===== src/design/rfe_pkg.sv =====
package rfe_pkg;

  // Screen geometry
  localparam int SCREEN_W = 640;
  localparam int SCREEN_H = 480;

  // Column / row index widths and edge widths (an edge may equal the screen size)
  localparam int XW = $clog2(SCREEN_W);
  localparam int YW = $clog2(SCREEN_H);
  localparam int CW = $clog2(SCREEN_W + 1);
  localparam int RW = $clog2(SCREEN_H + 1);

  // Pixel memory
  localparam int MEM_D = SCREEN_W * SCREEN_H;
  localparam int AW    = $clog2(MEM_D);

  // Fixed field widths of the channels
  localparam int REQ_W = 3;
  localparam int POS_W = 13;
  localparam int PIX_W = 16;
  localparam int BXW   = 10;
  localparam int BYW   = 9;

  // Signed width for clipping sums of two position fields
  localparam int EW = POS_W + 2;

  // Command queue depth, power of two
  localparam int Q_DEPTH = 2;
  localparam int QAW     = $clog2(Q_DEPTH);

  // Request codes
  localparam logic [REQ_W-1:0] REQ_PIXEL   = 3'd0;
  localparam logic [REQ_W-1:0] REQ_FILL    = 3'd1;
  localparam logic [REQ_W-1:0] REQ_CLEAR   = 3'd2;
  localparam logic [REQ_W-1:0] REQ_PATTERN = 3'd3;
  localparam logic [REQ_W-1:0] REQ_MARK    = 3'd4;
  localparam logic [REQ_W-1:0] REQ_TAKE    = 3'd5;
  localparam logic [REQ_W-1:0] REQ_READ    = 3'd6;

  // Test pattern: color bars over the top rows, grey ramp below
  localparam int PAT_SPLIT = (SCREEN_H * 2) / 3;
  localparam int BAR_W     = SCREEN_W / 8;
  localparam int BAR_SH    = XW + $clog2(BAR_W);
  localparam longint BAR_M = ((longint'(1) << BAR_SH) + BAR_W - 1) / BAR_W;
  localparam int BAR_MW    = $clog2(BAR_M + 1);
  localparam int BAR_QW    = 4;
  localparam int BAR_LAST  = 7;

  localparam int GREY_D     = SCREEN_W - 1;
  localparam int GREY_SH    = XW + 8 + $clog2(GREY_D);
  localparam longint GREY_K = 255 * (((longint'(1) << GREY_SH) + GREY_D - 1) / GREY_D);
  localparam int GREY_KW    = $clog2(GREY_K + 1);

  localparam logic [PIX_W-1:0] BAR_COLORS [8] = '{
    16'hFFFF, 16'hFFE0, 16'h07FF, 16'h07E0, 16'hF81F, 16'hF800, 16'h001F, 16'h0000
  };

  // Operation handed from front to back
  typedef enum logic [1:0] {
    OP_NONE,
    OP_DRAW,
    OP_READ,
    OP_TAKE
  } op_t;

  typedef struct packed {
    op_t              op;
    logic             grow;
    logic             pat;
    logic [CW-1:0]    left;
    logic [CW-1:0]    right;
    logic [RW-1:0]    top;
    logic [RW-1:0]    bottom;
    logic [PIX_W-1:0] color;
  } cmd_t;

  // Test pattern value of one pixel; divisions by constants done as
  // exact reciprocal multiplies
  function automatic logic [PIX_W-1:0] pattern_rgb565(input logic [XW-1:0] x,
                                                       input logic [YW-1:0] y);
    logic [XW+BAR_MW-1:0]  bprod;
    logic [BAR_QW-1:0]     bq;
    logic [2:0]            bi;
    logic [XW+GREY_KW-1:0] gprod;
    logic [7:0]            g;
    logic [PIX_W-1:0]      v;
    bprod = (XW+BAR_MW)'(x) * (XW+BAR_MW)'(BAR_M);
    bq    = BAR_QW'(bprod >> BAR_SH);
    bi    = (bq > BAR_QW'(BAR_LAST)) ? 3'(BAR_LAST) : bq[2:0];
    gprod = (XW+GREY_KW)'(x) * (XW+GREY_KW)'(GREY_K);
    g     = 8'(gprod >> GREY_SH);
    if (y < YW'(PAT_SPLIT)) begin
      v = BAR_COLORS[bi];
    end else begin
      v = {g[7:3], g[7:2], g[7:3]};
    end
    return v;
  endfunction

endpackage


===== src/design/rfe_req_if.sv =====
interface rfe_req_if import rfe_pkg::*; ();
  logic                    valid;
  logic                    ready;
  logic [REQ_W-1:0]        req_type;
  logic signed [POS_W-1:0] x_pos;
  logic signed [POS_W-1:0] y_pos;
  logic signed [POS_W-1:0] rect_w;
  logic signed [POS_W-1:0] rect_h;
  logic [PIX_W-1:0]        color;

  modport source (output valid, req_type, x_pos, y_pos, rect_w, rect_h, color,
                  input ready);
  modport sink (input valid, req_type, x_pos, y_pos, rect_w, rect_h, color,
                output ready);
endinterface


===== src/design/rfe_front.sv =====
module rfe_front import rfe_pkg::*; (
  rfe_req_if.sink  req,
  input  logic     q_full,
  output logic     q_push,
  output cmd_t     q_cmd
);

  localparam logic signed [EW-1:0] W_S = EW'(SCREEN_W);
  localparam logic signed [EW-1:0] H_S = EW'(SCREEN_H);

  logic signed [EW-1:0] xs, ys, xe, ye, xp1, yp1;
  logic signed [EW-1:0] lft, top, rgt, bot;
  logic                 area_ok;
  logic                 pix_in;

  // Take an item whenever the queue has room
  assign req.ready = !q_full;
  assign q_push    = req.valid && !q_full;

  // Clip the rectangle to the screen
  assign xs  = EW'(req.x_pos);
  assign ys  = EW'(req.y_pos);
  assign xe  = EW'(req.x_pos) + EW'(req.rect_w);
  assign ye  = EW'(req.y_pos) + EW'(req.rect_h);
  assign xp1 = xs + EW'(1);
  assign yp1 = ys + EW'(1);
  assign lft = (xs < 0) ? '0 : xs;
  assign top = (ys < 0) ? '0 : ys;
  assign rgt = (xe > W_S) ? W_S : xe;
  assign bot = (ye > H_S) ? H_S : ye;
  assign area_ok = (lft < rgt) && (top < bot);
  assign pix_in  = (xs >= 0) && (xs < W_S) && (ys >= 0) && (ys < H_S);

  // Classify the item into a back-end command
  always_comb begin
    q_cmd       = '0;
    q_cmd.op    = OP_NONE;
    q_cmd.color = req.color;
    unique case (req.req_type)
      REQ_PIXEL: begin
        if (pix_in) begin
          q_cmd.op     = OP_DRAW;
          q_cmd.grow   = 1'b1;
          q_cmd.left   = xs[CW-1:0];
          q_cmd.right  = xp1[CW-1:0];
          q_cmd.top    = ys[RW-1:0];
          q_cmd.bottom = yp1[RW-1:0];
        end
      end
      REQ_FILL, REQ_PATTERN: begin
        if (area_ok) begin
          q_cmd.op     = OP_DRAW;
          q_cmd.grow   = 1'b1;
          q_cmd.pat    = (req.req_type == REQ_PATTERN);
          q_cmd.left   = lft[CW-1:0];
          q_cmd.right  = rgt[CW-1:0];
          q_cmd.top    = top[RW-1:0];
          q_cmd.bottom = bot[RW-1:0];
        end
      end
      REQ_CLEAR: begin
        q_cmd.op     = OP_DRAW;
        q_cmd.grow   = 1'b1;
        q_cmd.left   = '0;
        q_cmd.right  = CW'(SCREEN_W);
        q_cmd.top    = '0;
        q_cmd.bottom = RW'(SCREEN_H);
      end
      REQ_MARK: begin
        if (area_ok) begin
          q_cmd.grow   = 1'b1;
          q_cmd.left   = lft[CW-1:0];
          q_cmd.right  = rgt[CW-1:0];
          q_cmd.top    = top[RW-1:0];
          q_cmd.bottom = bot[RW-1:0];
        end
      end
      REQ_TAKE: begin
        q_cmd.op = OP_TAKE;
      end
      REQ_READ: begin
        if (pix_in) begin
          q_cmd.op   = OP_READ;
          q_cmd.left = xs[CW-1:0];
          q_cmd.top  = ys[RW-1:0];
        end
      end
      default: begin
      end
    endcase
  end

endmodule


===== src/flat_wrapper.sv =====
// flat-port wrapper written by rule: the top's interface ports become plain ports
module rfe_front_flat import rfe_pkg::*;
  (q_full, q_push, q_cmd, req_valid, req_req_type, req_x_pos, req_y_pos, req_rect_w, req_rect_h, req_color, req_ready);
  rfe_req_if req_i ();
  input  logic q_full;
  output logic q_push;
  output cmd_t q_cmd;
  input wire logic [$bits(req_i.valid)-1:0] req_valid;
  input wire logic [$bits(req_i.req_type)-1:0] req_req_type;
  input wire logic [$bits(req_i.x_pos)-1:0] req_x_pos;
  input wire logic [$bits(req_i.y_pos)-1:0] req_y_pos;
  input wire logic [$bits(req_i.rect_w)-1:0] req_rect_w;
  input wire logic [$bits(req_i.rect_h)-1:0] req_rect_h;
  input wire logic [$bits(req_i.color)-1:0] req_color;
  output wire logic [$bits(req_i.ready)-1:0] req_ready;
  assign req_i.valid = req_valid;
  assign req_i.req_type = req_req_type;
  assign req_i.x_pos = req_x_pos;
  assign req_i.y_pos = req_y_pos;
  assign req_i.rect_w = req_rect_w;
  assign req_i.rect_h = req_rect_h;
  assign req_i.color = req_color;
  assign req_ready = req_i.ready;
  rfe_front u_core (.req(req_i), .q_full(q_full), .q_push(q_push), .q_cmd(q_cmd));
endmodule

===== config.mk =====
export PLATFORM = sky130hd
export DESIGN_NAME = rfe_front_flat
export DESIGN_NICKNAME = d
export VERILOG_FILES = /design/src/design/rfe_pkg.sv /design/src/design/rfe_req_if.sv /design/src/design/rfe_front.sv /design/src/flat_wrapper.sv
export SDC_FILE = /design/constraint.sdc
export NUM_CORES = 1
export LEC_CHECK = 0
export BUFFER_PORTS_ARGS = -buffer_cell sky130_fd_sc_hd__buf_2
export CORE_MARGIN = 2
export CORE_UTILIZATION = 28
export DETAILED_ROUTE_END_ITERATION = 12
export PLACE_DENSITY = 0.64
export SLEW_MARGIN = 20
export SYNTH_ARGS = -nofsm -noshare
export SYNTH_HDL_FRONTEND = slang
export SYNTH_SLANG_ARGS = --single-unit

===== constraint.sdc =====
create_clock -name vclk -period 4.38
set_clock_uncertainty 0.1 [all_clocks]
set_input_delay 0.219 -clock vclk [all_inputs]
set_output_delay 0.219 -clock vclk [all_outputs]
set_load 0.02 [all_outputs]

==> results.md, run 1 <==
* Status: finished, violations left
* Failing checks: negative setup slack
* Static Leak at 2.74 nW
* Worst setup EP type: output port
* Flop pwr share at 0
* Layout fillers at 852
* Final Cycle Share at 1.18
* Max-Cap Viols at 0
* Largest net degree at the start of global routing at 20
* Sequential area share after synthesis at 0
* Die X at 107 um
* Register area at 0 sq um
* Switch Pwr at 0.504 mW
* Startpoint class of the critical path: primary input
* Req. time, crit path at 4.06 ns
* Comb pwr share at 1.000
* Placer Congestion at 0.886
* Final nets at 792
* GRT Resource Usage Total at 0.216
* I/O pin count at 133
* Cell mode on critical path: buf_4
* Min-delay worst type: primary input to output port
* Fin cells at 800
* Clock share of power at 0
* Commonest non-fill, non-tap cell in the layout: buf_4
* Library cells used by synthesis at 57
* Worst path max stage delay at 0.49 ns
* Crit-path slowest cell: o41ai_4
* Die area at 11,400 sq um
* Initial antenna violation count at 0
* Cell family with most CP delay: compound AO/OA/AOI/OAI gates
* Synth warnings at 0
* TritonRoute pass-1 iters at 5
* Crit path launch: req_x_pos[0]
* Hold buffer count at cts at 0
* Post-DP HPWL at 9560 um
* Most frequent cells in the layout: buf_4, buf_2, ha_1, buf_6, nor2b_1
* Number of diodes at 0
* Vias in the first global route at 4,380
* Mapped Area at 2960 sq um
* Cell depth of the worst hold path at 0
* DRC Markers at 0
* Actual slew at the worst max-slew pin at 0.703 ns
* Sw Ratio at 0.483
* Initial Util at 0.288
* DRT antenna net count at 0
* Share of layout cells above drive strength 1 at 0.559
* WP data arrival at 4.84 ns
* Final wirelength at 13,100 um
* VDD IR max at 0.0000597 V
* Final hold vios at 0
* Syn Nets at 548
* Cell internal pwr at 0.541 mW
* FF+latch count at 0
* Syn avg cell area at 7.01 sq um
* IO Port Bufs at 101
* RSZ-0062 raised after global routing: true
* Via Count at 4,260
* Fin. max-slew vios at 0
* Synth-to-layout area growth at 101%
* Final worst slack at -0.775 ns
* Vias per cell at 5.33
* Placement Setup Slack at -0.862 ns
* Worst Path Class, Setup: primary input to output port
* Placed insts at 766
* Die height at 107 um
* Synthesized instance count at 422
* Row count at 37
* Initial DRC count at 238
* Core area at 10,300 sq um
* First-pass GRT wire length at 20,500 um
* Max Fclk at 194 MHz
* Crit path max fanout at 5
* GRT overflow at 0
* Power Dens Cells at 176 nW/um^2
* WP buf/inv at 6
* Rel. slew slack at 0.528
* Clock buffer count at 0
* Setup-failing EPs final at 41
* Crit path time final at 5.15 ns
* Hold Startpoint: req_color[11]
* Worst Hold Path EP: q_cmd[11]
* WL/cell at 16.3 um
[routing by layer]
metal / track usage / share of wire
met1: 0.278 / 0.42
met2: 0.383 / 0.50
met3: 0.0182 / 0.052
met4: 0.0631 / 0.027
met5: 0 / 0
[final cells by class]
type                            instances  area [sq um]  share of cell area
Tap cell                              136           170              0.0286
Multi-Input combinational cell        372          3560               0.599
Timing Repair Buffer                  268          2130               0.358
Inverter                               24          90.1              0.0152
[power by group through the flow]
| stage | clock (mW) | combinational [mW] | sequential (mW) |
|---|---|---|---|
| 6_report | 0 | 1.04 | 0 |
| 5_1_grt | 0 | 1.12 | 0 |
| 4_1_cts | 0 | 0.939 | 0 |
| 3_5_place_dp | 0 | 0.782 | 0 |
| 3_3_place_gp | 0 | 0.758 | 0 |
| 2_1_floorplan | 0 | 0.454 | 0 |
[logic make-up (layout without fill, tap and decap cells)]
family / count (synthesis) / count (layout) / share of synthesized area
simple gates: 161 / 161 / 0.283
compound gates: 121 / 121 / 0.293
fa+ha+maj: 53 / 53 / 0.229
buf+inv: 50 / 292 / 0.0846
xor+xnor: 35 / 35 / 0.104
mux: 2 / 2 / 0.00677
[repair_timing]
action / 4_1_cts / 5_1_grt
endpoints found under the setup margin: 41 / 41
resized for setup: 128 / 47
setup buffers: 25 / 8
gates cloned: 3 / 1
pin swaps: 10 / 32
[cells in the mapped netlist (12+ instances only)]
cell	instances	area [sq um]
a21o_1	13	97.6
a21oi_1	26	130
buf_4	16	120
ha_1	51	638
inv_1	24	90.1
nand2_1	29	109
nand3_1	12	60.1
nor2_1	35	131
nor2b_1	42	263
o22ai_1	14	87.6
xnor2_1	18	158
xor2_1	17	149
[per-stage QoR]
step	total power, mW	hold WS [ns]	util	TNS [ns]	area [sq um]
detailed placement	0.782	0.338	0.478	-29.95	4910
finish	1.04	0.338	0.579	-26.13	5950
global route	1.12	0.338	0.579	-31.18	5950
global placement	0.758	0.338	0.478	-25.11	4910
CTS	0.939	0.338	0.555	-22.43	5700
floorplan	0.454	0.415	-	-9.62	3380
[worst max-delay path by stage]
stage                            to  slack (ns)  cells past startpoint
after floorplan           q_cmd[46]       -0.28                     21
after global placement    q_cmd[33]       -0.71                     26
after detailed placement  q_cmd[32]       -0.86                     26
after CTS                 q_cmd[32]       -0.63                     25
after global routing      q_cmd[48]       -0.90                     25
final                     q_cmd[48]       -0.77                     25
(Power assumes the default switching activity.)
==> run 2, diff against run 1 <==
Settings changed: CORE_ASPECT_RATIO from default to 1.1.
==> results.md, run 2 (synthesis gave the netlist of run 1 again) <==
* Status: finished, violations left
* Failing checks: negative setup slack
* Fin Setup TNS at -29.71 ns (-3.58 ns)
* Total Power at 0.985 mW (-5.7%)
* Final wirelength at 12,700 um (-3.0%)
* Static Leak at 2.69 nW (-1.8%)
* Die height at 112 um (+4.7%)
* Placer Congestion at 0.864 (-2.5%)
* Hold buffer count at cts at 0 (unchanged)
* TritonRoute pass-1 iters at 5 (unchanged)
* DRT antenna net count at 0 (unchanged)
* Fin cells at 803 (+0.38%)
* Max-Cap Viols at 0 (unchanged)
* DRC Markers at 0 (unchanged)
* Crit path depth at 26 (+4.0%)
* Final Cell Area at 5810 sq um (-2.3%)
* Clock share of power at 0 (unchanged)
* Worst setup EP type: output port
* Comb pwr share at 1.000 (about the same)
* Highest metal used: met4
* Cell internal pwr at 0.512 mW (-5.2%)
* Hold WS at 0.338 ns (+0.00000100 ns)
* Synth-to-layout area growth at 96.3%
* Largest net degree at the start of global routing at 20 (unchanged)
* Final worst slack at -0.800 ns (-0.0255 ns)
* Clock buffer count at 0 (unchanged)
* Post-DP HPWL at 9260 um (-3.2%)
* Via Count at 4,124 (-3.2%)
* Fin. max-slew vios at 0 (unchanged)
* VDD IR max at 0.0000589 V (-1.4%)
* Initial antenna violation count at 0 (unchanged)
* Power Dens Cells at 170 nW/um^2 (-3.5%)
* Crit path max fanout at 5 (unchanged)
* Max Fclk at 193 MHz (-0.49%)
* Actual slew at the worst max-slew pin at 0.654 ns (-0.0494 ns)
* Rel. slew slack at 0.561 (+0.0332)
* Wl on met1 at 5260 um (-3.6%)
* Setup-failing EPs final at 41 (unchanged)
* Final hold vios at 0 (unchanged)
* Register area at 0 sq um (unchanged)
* I/O pin count at 133 (unchanged)
* Metal2 WL at 6570 um (-0.24%)
* Cell mode on critical path: nor2_1
* IO Port Bufs at 101 (unchanged)
* Req. time, crit path at 4.06 ns (about the same)
* WP data arrival at 4.86 ns (+0.02 ns)
* Wire length on met3 at 539 um (-21%)
* Initial DRC count at 330 (+39%)
* Die X at 102 um (-4.5%)
* GRT Resource Usage Total at 0.204 (-0.0122)
* Min-delay worst type: primary input to output port
* FF+latch count at 0 (unchanged)
* Dpl cell area at 4900 sq um (-0.28%)
* RSZ-0062 raised after global routing: true
* Crit-path slowest cell: o41ai_4
* WL/cell at 15.8 um (-3.4%)
* Core area at 10,300 sq um (+0.66%)
* Vias in the first global route at 4,229 (-3.4%)
* Share of layout cells above drive strength 1 at 0.539 (-0.0193)
* Placed insts at 770 (+0.52%)
* Commonest non-fill, non-tap cell in the layout: buf_4
* Cell family with most CP delay: simple AND/OR/NAND/NOR gates
* Initial Util at 0.286 (-0.00188)
* Vias per cell at 5.14 (-3.6%)
* Worst path max stage delay at 0.47 ns (-0.02 ns)
* Flop pwr share at 0 (unchanged)
* Switch Pwr at 0.472 mW (-6.3%)
* Most frequent cells in the layout: buf_4, buf_2, ha_1
* Cell depth of the worst hold path at 0 (unchanged)
* Crit path time final at 5.18 ns (+0.0255 ns)
* End-of-flow core utilization at 0.561 (-0.0171)
* Number of diodes at 0 (unchanged)
* Row count at 39 (+5.4%)
* Die area at 11,400 sq um (about the same)
* Final Cycle Share at 1.18 (+0.00583)
* GRT overflow at 0 (unchanged)
* Final nets at 788 (-0.51%)
* Worst Path Class, Setup: primary input to output port
* Placement Setup Slack at -0.835 ns (+0.0269 ns)
* Sw Ratio at 0.480 (-0.00289)
* WP buf/inv at 6 (unchanged)
* First-pass GRT wire length at 19,500 um (-4.8%)
* Startpoint class of the critical path: primary input
## run 2: changes by cell type in the layout (fill, tap and decap cells not counted), moves of 3 or more
cell      delta
o221ai_2     +3
o22ai_4      -3
o22ai_2      +3
buf_6        -3
nor2_2       -3
o221ai_4     -3
## run 2: metal layers
metal / GRT usage / vias to the layer above
met5: 0 / -
met4: 0.0347 / 0
met3: 0.0144 / 30
met2: 0.376 / 136
met1: 0.259 / 1937
li1: - / 2021
## run 2: final cells by class
class	count	area, sq um
multi-input cells	372	3430
fillers	892	4540
well taps	143	179
inverters	24	90.1
repair buffers	264	2110
## run 2: what timing repair did
action | 4_1_cts | 5_1_grt
setup buffers | 26 | 6
pin swaps | 14 | 29
gates cloned | 2 | 1
endpoints found under the setup margin | 41 | 41
resized for setup | 108 | 49
## run 2: power groups by stage
stage                     Clock, mW  Combinational, mW  Sequential [mW]
final                             0              0.985                0
after global routing              0               1.06                0
after CTS                         0              0.899                0
after detailed placement          0              0.774                0
after global placement            0              0.755                0
after floorplan                   0              0.454                0
## run 2: worst paths after layout
kind / slack, ns / end / start
worst min-delay path: 0.34 / q_cmd[10] / req_color[10]
worst max-delay path: -0.80 / q_cmd[50] / req_x_pos[0]
