==> src/design/rfe_pkg.sv <==
package rfe_pkg;

  // Screen geometry
  localparam int SCREEN_W = 640;
  localparam int SCREEN_H = 480;

  // Column / row index widths and edge widths (an edge may equal the screen size)
  localparam int XW = $clog2(SCREEN_W);
  localparam int YW = $clog2(SCREEN_H);
  localparam int CW = $clog2(SCREEN_W + 1);
  localparam int RW = $clog2(SCREEN_H + 1);

  // Pixel memory
  localparam int MEM_D = SCREEN_W * SCREEN_H;
  localparam int AW    = $clog2(MEM_D);

  // Fixed field widths of the channels
  localparam int REQ_W = 3;
  localparam int POS_W = 13;
  localparam int PIX_W = 16;
  localparam int BXW   = 10;
  localparam int BYW   = 9;

  // Signed width for clipping sums of two position fields
  localparam int EW = POS_W + 2;

  // Command queue depth, power of two
  localparam int Q_DEPTH = 2;
  localparam int QAW     = $clog2(Q_DEPTH);

  // Request codes
  localparam logic [REQ_W-1:0] REQ_PIXEL   = 3'd0;
  localparam logic [REQ_W-1:0] REQ_FILL    = 3'd1;
  localparam logic [REQ_W-1:0] REQ_CLEAR   = 3'd2;
  localparam logic [REQ_W-1:0] REQ_PATTERN = 3'd3;
  localparam logic [REQ_W-1:0] REQ_MARK    = 3'd4;
  localparam logic [REQ_W-1:0] REQ_TAKE    = 3'd5;
  localparam logic [REQ_W-1:0] REQ_READ    = 3'd6;

  // Test pattern: color bars over the top rows, grey ramp below
  localparam int PAT_SPLIT = (SCREEN_H * 2) / 3;
  localparam int BAR_W     = SCREEN_W / 8;
  localparam int BAR_SH    = XW + $clog2(BAR_W);
  localparam longint BAR_M = ((longint'(1) << BAR_SH) + BAR_W - 1) / BAR_W;
  localparam int BAR_MW    = $clog2(BAR_M + 1);
  localparam int BAR_QW    = 4;
  localparam int BAR_LAST  = 7;

  localparam int GREY_D     = SCREEN_W - 1;
  localparam int GREY_SH    = XW + 8 + $clog2(GREY_D);
  localparam longint GREY_K = 255 * (((longint'(1) << GREY_SH) + GREY_D - 1) / GREY_D);
  localparam int GREY_KW    = $clog2(GREY_K + 1);

  localparam logic [PIX_W-1:0] BAR_COLORS [8] = '{
    16'hFFFF, 16'hFFE0, 16'h07FF, 16'h07E0, 16'hF81F, 16'hF800, 16'h001F, 16'h0000
  };

  // Operation handed from front to back
  typedef enum logic [1:0] {
    OP_NONE,
    OP_DRAW,
    OP_READ,
    OP_TAKE
  } op_t;

  typedef struct packed {
    op_t              op;
    logic             grow;
    logic             pat;
    logic [CW-1:0]    left;
    logic [CW-1:0]    right;
    logic [RW-1:0]    top;
    logic [RW-1:0]    bottom;
    logic [PIX_W-1:0] color;
  } cmd_t;

  // Test pattern value of one pixel; divisions by constants done as
  // exact reciprocal multiplies
  function automatic logic [PIX_W-1:0] pattern_rgb565(input logic [XW-1:0] x,
                                                       input logic [YW-1:0] y);
    logic [XW+BAR_MW-1:0]  bprod;
    logic [BAR_QW-1:0]     bq;
    logic [2:0]            bi;
    logic [XW+GREY_KW-1:0] gprod;
    logic [7:0]            g;
    logic [PIX_W-1:0]      v;
    bprod = (XW+BAR_MW)'(x) * (XW+BAR_MW)'(BAR_M);
    bq    = BAR_QW'(bprod >> BAR_SH);
    bi    = (bq > BAR_QW'(BAR_LAST)) ? 3'(BAR_LAST) : bq[2:0];
    gprod = (XW+GREY_KW)'(x) * (XW+GREY_KW)'(GREY_K);
    g     = 8'(gprod >> GREY_SH);
    if (y < YW'(PAT_SPLIT)) begin
      v = BAR_COLORS[bi];
    end else begin
      v = {g[7:3], g[7:2], g[7:3]};
    end
    return v;
  endfunction

endpackage

==> src/design/rfe_queue.sv <==
module rfe_queue import rfe_pkg::*; (
  input  logic clk,
  input  logic rst_n,
  input  logic push,
  input  cmd_t wr_cmd,
  output logic full,
  input  logic pop,
  output cmd_t rd_cmd,
  output logic empty
);

  cmd_t             slot_r [Q_DEPTH];
  logic [QAW-1:0]   wr_ptr_r, wr_ptr_nxt;
  logic [QAW-1:0]   rd_ptr_r, rd_ptr_nxt;
  logic [QAW:0]     cnt_r, cnt_nxt;

  assign full   = (cnt_r == (QAW+1)'(Q_DEPTH));
  assign empty  = (cnt_r == '0);
  assign rd_cmd = slot_r[rd_ptr_r];

  // Advance pointers and occupancy
  always_comb begin
    wr_ptr_nxt = push ? wr_ptr_r + QAW'(1) : wr_ptr_r;
    rd_ptr_nxt = pop ? rd_ptr_r + QAW'(1) : rd_ptr_r;
    cnt_nxt    = cnt_r + (QAW+1)'(push) - (QAW+1)'(pop);
  end

  always_ff @(posedge clk) begin
    if (!rst_n) begin
      wr_ptr_r <= '0;
      rd_ptr_r <= '0;
      cnt_r    <= '0;
    end else begin
      wr_ptr_r <= wr_ptr_nxt;
      rd_ptr_r <= rd_ptr_nxt;
      cnt_r    <= cnt_nxt;
    end
  end

  // Store the pushed command
  always_ff @(posedge clk) begin
    if (push) begin
      slot_r[wr_ptr_r] <= wr_cmd;
    end
  end

  a_no_overflow: assert property (@(posedge clk) disable iff (!rst_n)
    push |-> (cnt_r < (QAW+1)'(Q_DEPTH)))
    else $error("queue push while full");

  a_no_underflow: assert property (@(posedge clk) disable iff (!rst_n)
    pop |-> (cnt_r != '0))
    else $error("queue pop while empty");

endmodule

==> config.mk <==
export PLATFORM = sky130hd
export DESIGN_NAME = rfe_queue
export DESIGN_NICKNAME = d
export VERILOG_FILES = /design/src/design/rfe_pkg.sv /design/src/design/rfe_queue.sv
export SDC_FILE = /design/constraint.sdc
export NUM_CORES = 1
export LEC_CHECK = 0
export CAP_MARGIN = 10
export CORE_MARGIN = 2
export CORE_UTILIZATION = 50
export DETAILED_ROUTE_END_ITERATION = 8
export DONT_BUFFER_PORTS = 1
export GPL_ROUTABILITY_DRIVEN = 0
export SYNTH_ARGS = -nofsm -noshare
export SYNTH_HDL_FRONTEND = slang
export SYNTH_SLANG_ARGS = --single-unit
==> constraint.sdc <==
create_clock -name clk -period 6.2 [get_ports clk]
set_clock_uncertainty 0.2 [all_clocks]
set_input_delay 0.62 -clock clk [delete_from_list [all_inputs] [get_ports clk]]
set_output_delay 0.62 -clock clk [all_outputs]
set_load 0.01 [all_outputs]
==> results.py, run 1 <==
metrics = {
    "outcome": {
        "run_status": "finished clean",
    },
    "worst_setup_path": {
        "cp_data_arrival_time_ns": 2.23,
        "worstSetupPathType": "flip-flop to output port",
        "cp_data_required_time_ns": 5.38,
        "startpoint_type": "flip-flop",
        "critical_path.endpoint_type": "output port",
        "worstPathMaxFanout": 35,
    },
    "die": {
        "total_core_area_mm2": 0.008721,
        "die_h_um": 98.72,
        "pin_count": 122,
        "die_width_um": 98.72,
        "row_count": 34,
        "design.die.area_mm2": 0.009745,
        "initial_core_util": 0.5143,
    },
    "pwr": {
        "ir_drop_mv": 0.1916,
        "p_leak_nw": 2.027,
        "finalPower_mw": 2.081,
        "powerDensity_mw_per_mm2": 360.2,
    },
    "place": {
        "buffer_ports.inserted": 0,
        "dpl.hpwl_um": 4474,
        "post_dp_cell_area_mm2": 0.004604,
    },
    "sta": {
        "final-max-slew-violation-count": 0,
        "slew_of_the_pin_with_the_lowest_slew_margin_ns": 0.7534,
        "setup_viol_count_final": 0,
        "hold_slack_ns": 0.04245,
        "fmax_ghz": 0.3275,
        "period_share": 0.4924,
        "final_hold_viol_count": 0,
        "period_minus_slack_ns": 3.053,
        "fin_setup_tns_ns": 0,
        "relSlewSlack": 0.4977,
        "rsz_0062_raised_after_global_routing": "false",
    },
    "cts": {
        "tritoncts.num_buffers": 17,
        "tritoncts": "yes",
        "insertion_delay_ns": 0.49,
        "ctsHtreeMaxLevel": 4,
        "cts_post_setup_buffers_inserted": 0,
        "root_buffer": "clkbuf_8",
        "numClockSinks": 121,
        "cts-root-to-sink-buffers": 2,
        "clock_transition_at_path_regs_ns": 0.05,
    },
    "detailed_routing": {
        "wire_per_inst_um": 18.81,
        "vias_per_cell": 5.076,
        "detailedRoute.firstIterationViolations": 65,
        "vias": 2010,
        "drtAntennaViolNets": 0,
        "firstDrtPassIters": 4,
        "drc_errors": 0,
        "wirelength_um": 7448,
    },
    "cells_and_area": {
        "fillers": 574,
        "layout.cell_area.non_filler_mm2": 0.005776,
        "areaGrowthSynthToFinish_pct": 28.76,
        "layout-drive-gt1-share": 0.3264,
        "antenna-diode-count": 0,
        "design.final.nets": 339,
    },
    "hold_path": {
        "hold_class": "input pin to flip-flop",
    },
    "grt": {
        "pin_count_of_the_biggest_net_entering_global_routing": 60,
        "grt_antenna_before_repair": 0,
        "globalRouteMet1Util": 0.1780,
        "grt_first_pass_wirelength_um": 11580,
        "grtUsageMet3": 0.06950,
        "top_usage_layer": "met2",
        "number_of_global_route_vias_before_repair": 2249,
        "globalRouteOverflowTotal": 0,
        "global_route.usage.total": 0.1613,
        "grt.met2_usage": 0.2705,
    },
    "run": {
        "max_cap_violations": 0,
    },
    "logic_synthesis": {
        "synth.net_count": 265,
        "synth_compound_area_frac": 0.001674,
        "yosysSeqAreaShare": 0.7989,
        "synth_top_area_frac": 0.7766,
        "post_synthesis_cell_type_count": 14,
        "syn_area_per_cell_um2": 22.32,
        "synth-warning-count": 0,
        "synth-xor-area-share": 0.006974,
        "mappedNetlistArea_mm2": 0.004486,
        "postSynthRegisterBits": 121,
        "synthSimpleGateAreaFrac": 0.01199,
        "syn_inst": 201,
        "synth_top_cells_by_area": "edfxtp_1 78%, mux2_2 9.5%, mux2_4 6.7%",
        "synth-adder-area-share": 0.005579,
        "synth_top_family_by_area": "multiplexers",
        "synthMuxAreaShare": 0.1623,
        "post-synth-top-area-cell": "edfxtp_1",
    },
}
## what timing repair did
| action | CTS | global route |
|---|---|---|
| endpoints found under the hold margin | 116 | 0 |
| gates resized for setup | 0 | 0 |
| endpoints found under the setup margin | 0 | 0 |
| hold buffers | 58 | 0 |
## cell usage in the layout (no fill, tap or decap), drive strengths merged
cell	n
o21a	1
inv	4
buf	3
clkinvlp	4
edfxtp	116
nor2	1
ha	2
and2	4
xnor3	1
nor2b	4
bufinv	3
clkbuf	17
dlygate4sd3	58
xor2	1
dfxtp	5
mux2	58
clkinv	6
## where the power goes
| part | leakage [nW] | switching (mW) | internal, mW |
|---|---|---|---|
| logic | 0.621 | 0.0821 | 0.0864 |
| clock network | 0.276 | 0.336 | 0.611 |
| registers | 1.13 | 0.0188 | 0.946 |
| total | 2.03 | 0.437 | 1.64 |
## stage by stage
step	utilization	worst slack (ns)	std cells
after floorplan	-	2.309	201
after global placement	0.5280	3.711	306
after detailed placement	0.5280	3.618	306
after CTS	0.6623	3.054	396
after global routing	0.6623	2.956	396
final	0.6623	3.147	396
## worst max-delay path, cell delays in order (launching register included)
cell and delay [ns]:
dfxtp_2 0.71, buf_4 0.54, mux2_2 0.44
## registers in the layout, indices dropped and copies added, names as in the netlist, named ones only
signal / flops
rd_ptr_r: 1
cnt_r: 2
slot_r: 116
wr_ptr_r: 1
## cells by family (layout without fill, tap and decap cells)
| logic type | after synthesis | in the layout |
|---|---|---|
| AOI/OAI and AO/OA | 1 | 1 |
| xor gates and xnor gates | 2 | 2 |
| adders and majority gates | 2 | 2 |
| buffers and inverters | 8 | 95 |
| DFF | 121 | 121 |
| muxes | 58 | 58 |
| and+or+nand+nor | 9 | 9 |
## metal layers
layer,routed length [um],part of all wire
met2,3997,0.54
met4,107,0.014
met1,2860,0.38
met5,0,0
met3,482,0.065
## synth_stat cells
cell,instances
and2_1,4
buf_2,3
buf_6,3
dfxtp_1,5
edfxtp_1,116
ha_1,2
inv_1,2
mux2_2,38
mux2_4,20
nor2_1,1
nor2b_1,4
o21a_1,1
xnor3_1,1
xor2_1,1
## final timing paths
| kind | startpoint | end | slack (ns) | depth (start not counted) |
|---|---|---|---|---|
| setup / recovery | flip-flop | rd_cmd[24] | 3.15 | 2 |
| setup reg to reg | wr_ptr_r | slot_r[1][50] | 4.12 | 2 |
| hold / removal | rst_n | rd_ptr_r | 0.04 | 1 |
| hold reg to reg | rd_ptr_r | flip-flop | 0.38 | 2 |
## area by class of cell
cell class                      count  area (um2)  area share
Clock inverter                     15       176.4     0.03055
Tap cell                          108       135.1     0.02340
Timing Repair Buffer               61       603.1      0.1044
Multi-Input combinational cell     72       854.6      0.1480
Clock buffer                       17       414.1     0.07171
Inverter                            2       7.507    0.001300
Sequential cell                   121        3585      0.6207
No activity file was read; power rests on OpenSTA's default activity.
==> run 2, diff against run 1 <==
--- a/config.mk
+++ b/config.mk
@@ -11,6 +11,7 @@
 export DETAILED_ROUTE_END_ITERATION = 8
 export DONT_BUFFER_PORTS = 1
 export GPL_ROUTABILITY_DRIVEN = 0
+export PLACE_DENSITY = 0.68
 export SYNTH_ARGS = -nofsm -noshare
 export SYNTH_HDL_FRONTEND = slang
 export SYNTH_SLANG_ARGS = --single-unit
==> constraint.sdc (replaced) <==
create_clock -name clk -period 2.6 [get_ports clk]
set_clock_uncertainty 0.2 [all_clocks]
set_input_delay 0.26 -clock clk [delete_from_list [all_inputs] [get_ports clk]]
set_output_delay 0.26 -clock clk [all_outputs]
set_load 0.01 [all_outputs]
==> run 2 against run 1 <==
Die area unchanged. Wire length decreased by 2.4%. Utilization up 0.75 points. Via count grew 1.0%. Sequential share of layout area down 0.65 points. Non-clock buffer count increased by 4. Global-route usage fell by 0.73 points.
==> results.py, run 2 (synthesis results as in run 1) <==
metrics = {
    "outcome": {
        "run_status": "finished clean",
    },
    "sta": {
        "slew_of_the_pin_with_the_lowest_slew_margin_ns": 0.4428,
        "period_share": 0.8747,
        "setup_viol_count_final": 0,
        "final_hold_viol_count": 0,
        "relSlewSlack": 0.7048,
        "fin_setup_tns_ns": 0,
        "fin_ws_ns": 0.3259,
        "period_minus_slack_ns": 2.274,
        "hold_slack_ns": 0.1036,
        "rsz_0062_raised_after_global_routing": "false",
        "fmax_ghz": 0.4397,
        "final-max-slew-violation-count": 0,
    },
    "cts": {
        "root_buffer": "clkbuf_8",
        "numClockSinks": 121,
        "cts_post_setup_buffers_inserted": 0,
        "tritoncts": "yes",
        "ctsHtreeMaxLevel": 4,
        "insertion_delay_ns": 0.49,
        "clock_transition_at_path_regs_ns": 0.05,
        "cts_hold_buffers_added": 62,
        "cts-root-to-sink-buffers": 2,
        "tritoncts.num_buffers": 17,
        "cts_repair_resize_count": 0,
    },
    "worst_setup_path": {
        "startpoint_type": "flip-flop",
        "r2r_setup_slack_ns": 0.85,
        "cp_cell_sequence": "buf_12 -> mux2_2",
        "cp_data_arrival_time_ns": 1.81,
        "crit-reg2reg-launch": "wr_ptr_r",
        "regToRegEndpoint": "wr_ptr_r",
        "worstPathMaxFanout": 35,
        "critical_path_top_delay_cell": "dfxtp_4",
        "critical_path.endpoint_type": "output port",
        "cpPeakStageDelay_ns": 0.60,
        "cp_data_required_time_ns": 2.14,
        "worstRegToRegCells": 4,
        "worstSetupPathType": "flip-flop to output port",
    },
    "pwr": {
        "p_seq_frac": 0.462,
        "p_leak_nw": 2.061,
        "power.switching_mw": 0.9857,
        "pwr-share-clk": 0.455,
        "ir_drop_mv": 0.4942,
        "powerDensity_mw_per_mm2": 853.4,
        "sw_frac_of_total": 0.1978,
        "power_report.internal_total_mw": 3.998,
        "comb_power_share": 0.083,
    },
    "cells_and_area": {
        "largest_reg_flops": 116,
        "layout.cell_area.non_filler_mm2": 0.005841,
        "final_common_cell": "edfxtp_1",
        "mostFrequentLayoutCells": "116 x edfxtp_1, 62 x dlygate4sd3_1, 38 x mux2_2, 20 x mux2_4, 16 x clkbuf_16",
        "fillers": 594,
        "multiInputGateArea_um2": 854.6,
        "final-seq-area_mm2": 0.003587,
        "antenna-diode-count": 0,
        "design.final.nets": 343,
        "areaGrowthSynthToFinish_pct": 30.21,
        "largest_registers": "slot_r x116, cnt_r x2",
        "layout-drive-gt1-share": 0.3069,
        "largest_register": "slot_r",
    },
    "grt": {
        "number_of_global_route_vias_before_repair": 2224,
        "pin_count_of_the_biggest_net_entering_global_routing": 60,
        "globalRouteOverflowTotal": 0,
        "grt_antenna_before_repair": 0,
        "grt_first_pass_wirelength_um": 11180,
        "global_route.usage.total": 0.1539,
    },
    "die": {
        "pin_count": 122,
        "die_width_um": 98.72,
        "total_core_area_mm2": 0.008721,
        "initial_core_util": 0.5143,
        "die_h_um": 98.72,
        "row_count": 34,
        "design.die.area_mm2": 0.009745,
    },
    "detailed_routing": {
        "wirelength_um": 7271,
        "firstDrtPassIters": 4,
        "vias_per_cell": 5.103,
        "detailedRoute.firstIterationViolations": 77,
        "drc_errors": 0,
        "drtAntennaViolNets": 0,
        "vias": 2031,
        "wire_per_inst_um": 18.27,
    },
    "hold_path": {
        "whs_endpoint": "slot_r[0][56]",
        "hold_class": "input pin to flip-flop",
        "holdPathStages": 2,
        "timing.hold.worst.start": "push",
    },
    "run": {
        "max_cap_violations": 0,
    },
    "place": {
        "dpl.hpwl_um": 4128,
        "pre_cts_slack_ns": 0.8216,
        "buffer_ports.inserted": 0,
        "post_dp_cell_area_mm2": 0.004644,
    },
}
run 2: how the worst max path moves through the flow:
stage / start / to / slack [ns] / cells past startpoint
after floorplan: wr_ptr_r / slot_r[0][0] / 0.13 / 1
after global placement: flip-flop / rd_cmd[49] / 0.83 / 2
after detailed placement: flip-flop / rd_cmd[49] / 0.82 / 2
after CTS: flip-flop / rd_cmd[15] / 0.29 / 2
after global routing: flip-flop / rd_cmd[15] / 0.23 / 2
final: flip-flop / rd_cmd[15] / 0.33 / 2
run 2: stage by stage:
step | power, mW | cells | utilization
2_1_floorplan | 2.614 | 201 | -
3_3_place_gp | 2.666 | 306 | 0.5326
3_5_place_dp | 2.676 | 306 | 0.5326
4_1_cts | 5.041 | 398 | 0.6697
5_1_grt | 5.162 | 398 | 0.6697
6_report | 4.984 | 398 | 0.6697
run 2: power by group through the flow:
stage | clock network, mW | registers [mW] | logic [mW]
finish | 2.27 | 2.30 | 0.416
detailed placement | 0 | 2.34 | 0.334
CTS | 2.31 | 2.30 | 0.423
floorplan | 0 | 2.32 | 0.296
global route | 2.40 | 2.31 | 0.447
global placement | 0 | 2.34 | 0.331
run 2: worst max-delay path: cells and delay by family, from the launching register on:
kind / cells / cell delay [ns]
flip-flops: 1 / 0.60
multiplexers: 1 / 0.41
buffers and inverters: 1 / 0.27
run 2: layer usage:
layer | wire length, um | track usage
met1 | 3013 | 0.1796
met5 | 0 | 0
met2 | 3693 | 0.2538
met4 | 47 | 0.06322
met3 | 517 | 0.06383
run 2: final cells by class:
class / instances / area share
Multi-Input combinational cell: 72 / 0.1463
Clock buffer: 18 / 0.07155
Tap cell: 108 / 0.02314
Clock inverter: 12 / 0.02699
Timing Repair Buffer: 65 / 0.1165
Inverter: 2 / 0.001285
Sequential cell: 121 / 0.6142
==> run 3, diff against run 2 <==
--- a/config.mk
+++ b/config.mk
@@ -11,7 +11,7 @@
 export DETAILED_ROUTE_END_ITERATION = 8
 export DONT_BUFFER_PORTS = 1
 export GPL_ROUTABILITY_DRIVEN = 0
-export PLACE_DENSITY = 0.68
+export PLACE_DENSITY = 0.78
 export SYNTH_ARGS = -nofsm -noshare
 export SYNTH_HDL_FRONTEND = slang
 export SYNTH_SLANG_ARGS = --single-unit
==> run 3 against run 2 <==
Flip-flop and latch count unchanged. Clock-buffer cell count is 1 higher. Setup slack improved by 0.0048 ns. Highest routed layer unchanged. Power down 0.30%. Largest cell class unchanged. Via count increased by 1.1%. Fmax increased by 0.21%. Sequential share of layout area increased by 0.053 points. Sequential power barely moved. Utilization decreased by 0.057 points. Non-clock buffer count is 1 higher.
==> results.py, run 3 (synthesis results as in run 1) <==
metrics = {
    "outcome": {
        "run_status": "finished clean",
    },
    "hold_path": {
        "hold_class": "input pin to flip-flop",
        "holdPathStages": 2,
        "timing.hold.worst.start": "push",
        "whs_endpoint": "slot_r[1][14]",
    },
    "grt": {
        "grt.met2_usage": 0.3004,
        "globalRouteOverflowTotal": 0,
        "grt_first_pass_wirelength_um": 12140,
        "top_usage_layer": "met2",
        "grt_antenna_before_repair": 0,
        "grtUsageMet3": 0.06950,
        "globalRouteMet1Util": 0.1787,
        "number_of_global_route_vias_before_repair": 2300,
        "pin_count_of_the_biggest_net_entering_global_routing": 58,
        "global_route.usage.total": 0.1700,
    },
    "cts": {
        "tritoncts.num_buffers": 17,
        "cts-root-to-sink-buffers": 2,
        "numClockSinks": 121,
        "cts_repair_resize_count": 0,
        "tritoncts": "yes",
        "ctsHtreeMaxLevel": 4,
        "clock_transition_at_path_regs_ns": 0.06,
        "insertion_delay_ns": 0.50,
        "root_buffer": "clkbuf_8",
    },
    "worst_setup_path": {
        "cp_cell_sequence": "buf_12 -> mux2_2",
        "worstSetupPathType": "flip-flop to output port",
        "cp_data_arrival_time_ns": 1.81,
        "regToRegEndpoint": "cnt_r[0]",
        "cpPeakStageDelay_ns": 0.60,
        "critical_path.endpoint_type": "output port",
        "cp_num_cells": 2,
        "crit_buf_inv": 1,
        "cpLargestDelayFamily": "flip-flops",
        "crit-reg2reg-launch": "cnt_r[0]",
        "worstRegToRegCells": 6,
        "worstPathMaxFanout": 31,
        "cp_data_required_time_ns": 2.14,
        "startpoint_type": "flip-flop",
        "r2r_setup_slack_ns": 0.60,
        "critical_path_top_delay_cell": "dfxtp_4",
    },
    "cells_and_area": {
        "areaGrowthSynthToFinish_pct": 30.10,
        "layout.cell_area.non_filler_mm2": 0.005836,
        "design.final.nets": 344,
        "final_core_util": 0.6692,
        "mostFrequentLayoutCells": "116 x edfxtp_1, 62 x dlygate4sd3_1, 38 x mux2_2, 20 x mux2_4, 16 x clkbuf_16",
        "antenna-diode-count": 0,
        "fillers": 573,
        "largest_register": "slot_r",
        "layout-drive-gt1-share": 0.3208,
        "largest_registers": "slot_r x116, cnt_r x2",
        "largest_reg_flops": 116,
        "final_common_cell": "edfxtp_1",
    },
    "place": {
        "pre_cts_slack_ns": 0.8315,
        "buffer_ports.inserted": 0,
        "post_dp_cell_area_mm2": 0.004639,
    },
    "sta": {
        "relSlewSlack": 0.6724,
        "rsz_0062_raised_after_global_routing": "false",
        "final-max-slew-violation-count": 0,
        "slew_of_the_pin_with_the_lowest_slew_margin_ns": 0.4914,
        "period_minus_slack_ns": 2.269,
        "period_share": 0.8728,
        "fin_ws_ns": 0.3307,
        "fmax_ghz": 0.4407,
        "setup_viol_count_final": 0,
        "fin_setup_tns_ns": 0,
        "final_hold_viol_count": 0,
    },
    "pwr": {
        "powerDensity_mw_per_mm2": 851.6,
        "ir_drop_mv": 0.7020,
        "p_leak_nw": 2.058,
    },
    "run": {
        "max_cap_violations": 0,
    },
    "detailed_routing": {
        "vias_per_cell": 5.120,
        "detailedRoute.firstIterationViolations": 86,
        "drc_errors": 0,
        "wirelength_um": 7739,
        "drtAntennaViolNets": 0,
        "firstDrtPassIters": 4,
        "wire_per_inst_um": 19.30,
        "vias": 2053,
    },
    "die": {
        "initial_core_util": 0.5143,
        "row_count": 34,
        "die_h_um": 98.72,
        "pin_count": 122,
        "total_core_area_mm2": 0.008721,
        "die_width_um": 98.72,
        "design.die.area_mm2": 0.009745,
    },
}
## run 3: how the worst max path moves through the flow
stage	end	slack (ns)
final	rd_cmd[49]	0.33
after detailed placement	rd_cmd[24]	0.83
after CTS	rd_cmd[49]	0.29
after floorplan	slot_r[0][0]	0.13
after global placement	rd_cmd[49]	0.85
after global routing	rd_cmd[24]	0.22
## run 3: layout make-up
class / count / area, um2 / area share
Clock inverter: 13 / 153.9 / 0.02637
Inverter: 2 / 7.507 / 0.001286
Sequential cell: 121 / 3587 / 0.6147
Multi-Input combinational cell: 72 / 854.6 / 0.1464
Tap cell: 108 / 135.1 / 0.02316
Timing Repair Buffer: 66 / 675.6 / 0.1158
Clock buffer: 19 / 421.7 / 0.07226
## run 3: repair_timing
item	CTS	global route
setup buffers	0	0
endpoints found under the hold margin	123	0
hold buffers	62	0
## run 3: report_power, final
group          switching (mW)  leakage, nW  total (mW)  internal [mW]
sequential             0.0488         1.13        2.30           2.25
combinational           0.202        0.652       0.423          0.220
clock                   0.794        0.275        2.24           1.45
total                    1.05         2.06        4.97           3.92
## run 3: metrics by stage
stage	total power, mW	instances	hold slack (ns)
3_5_place_dp	2.671	307	0.1589
4_1_cts	5.008	401	0.1478
3_3_place_gp	2.660	307	0.1589
2_1_floorplan	2.614	201	0.1589
6_report	4.969	401	0.1668
5_1_grt	5.138	401	0.1579
## run 3: per-layer routing
metal	vias to the layer above	part of all wire
met5	-	0
met4	0	0.012
met3	10	0.067
met2	84	0.54
met1	1011	0.38
li1	948	-
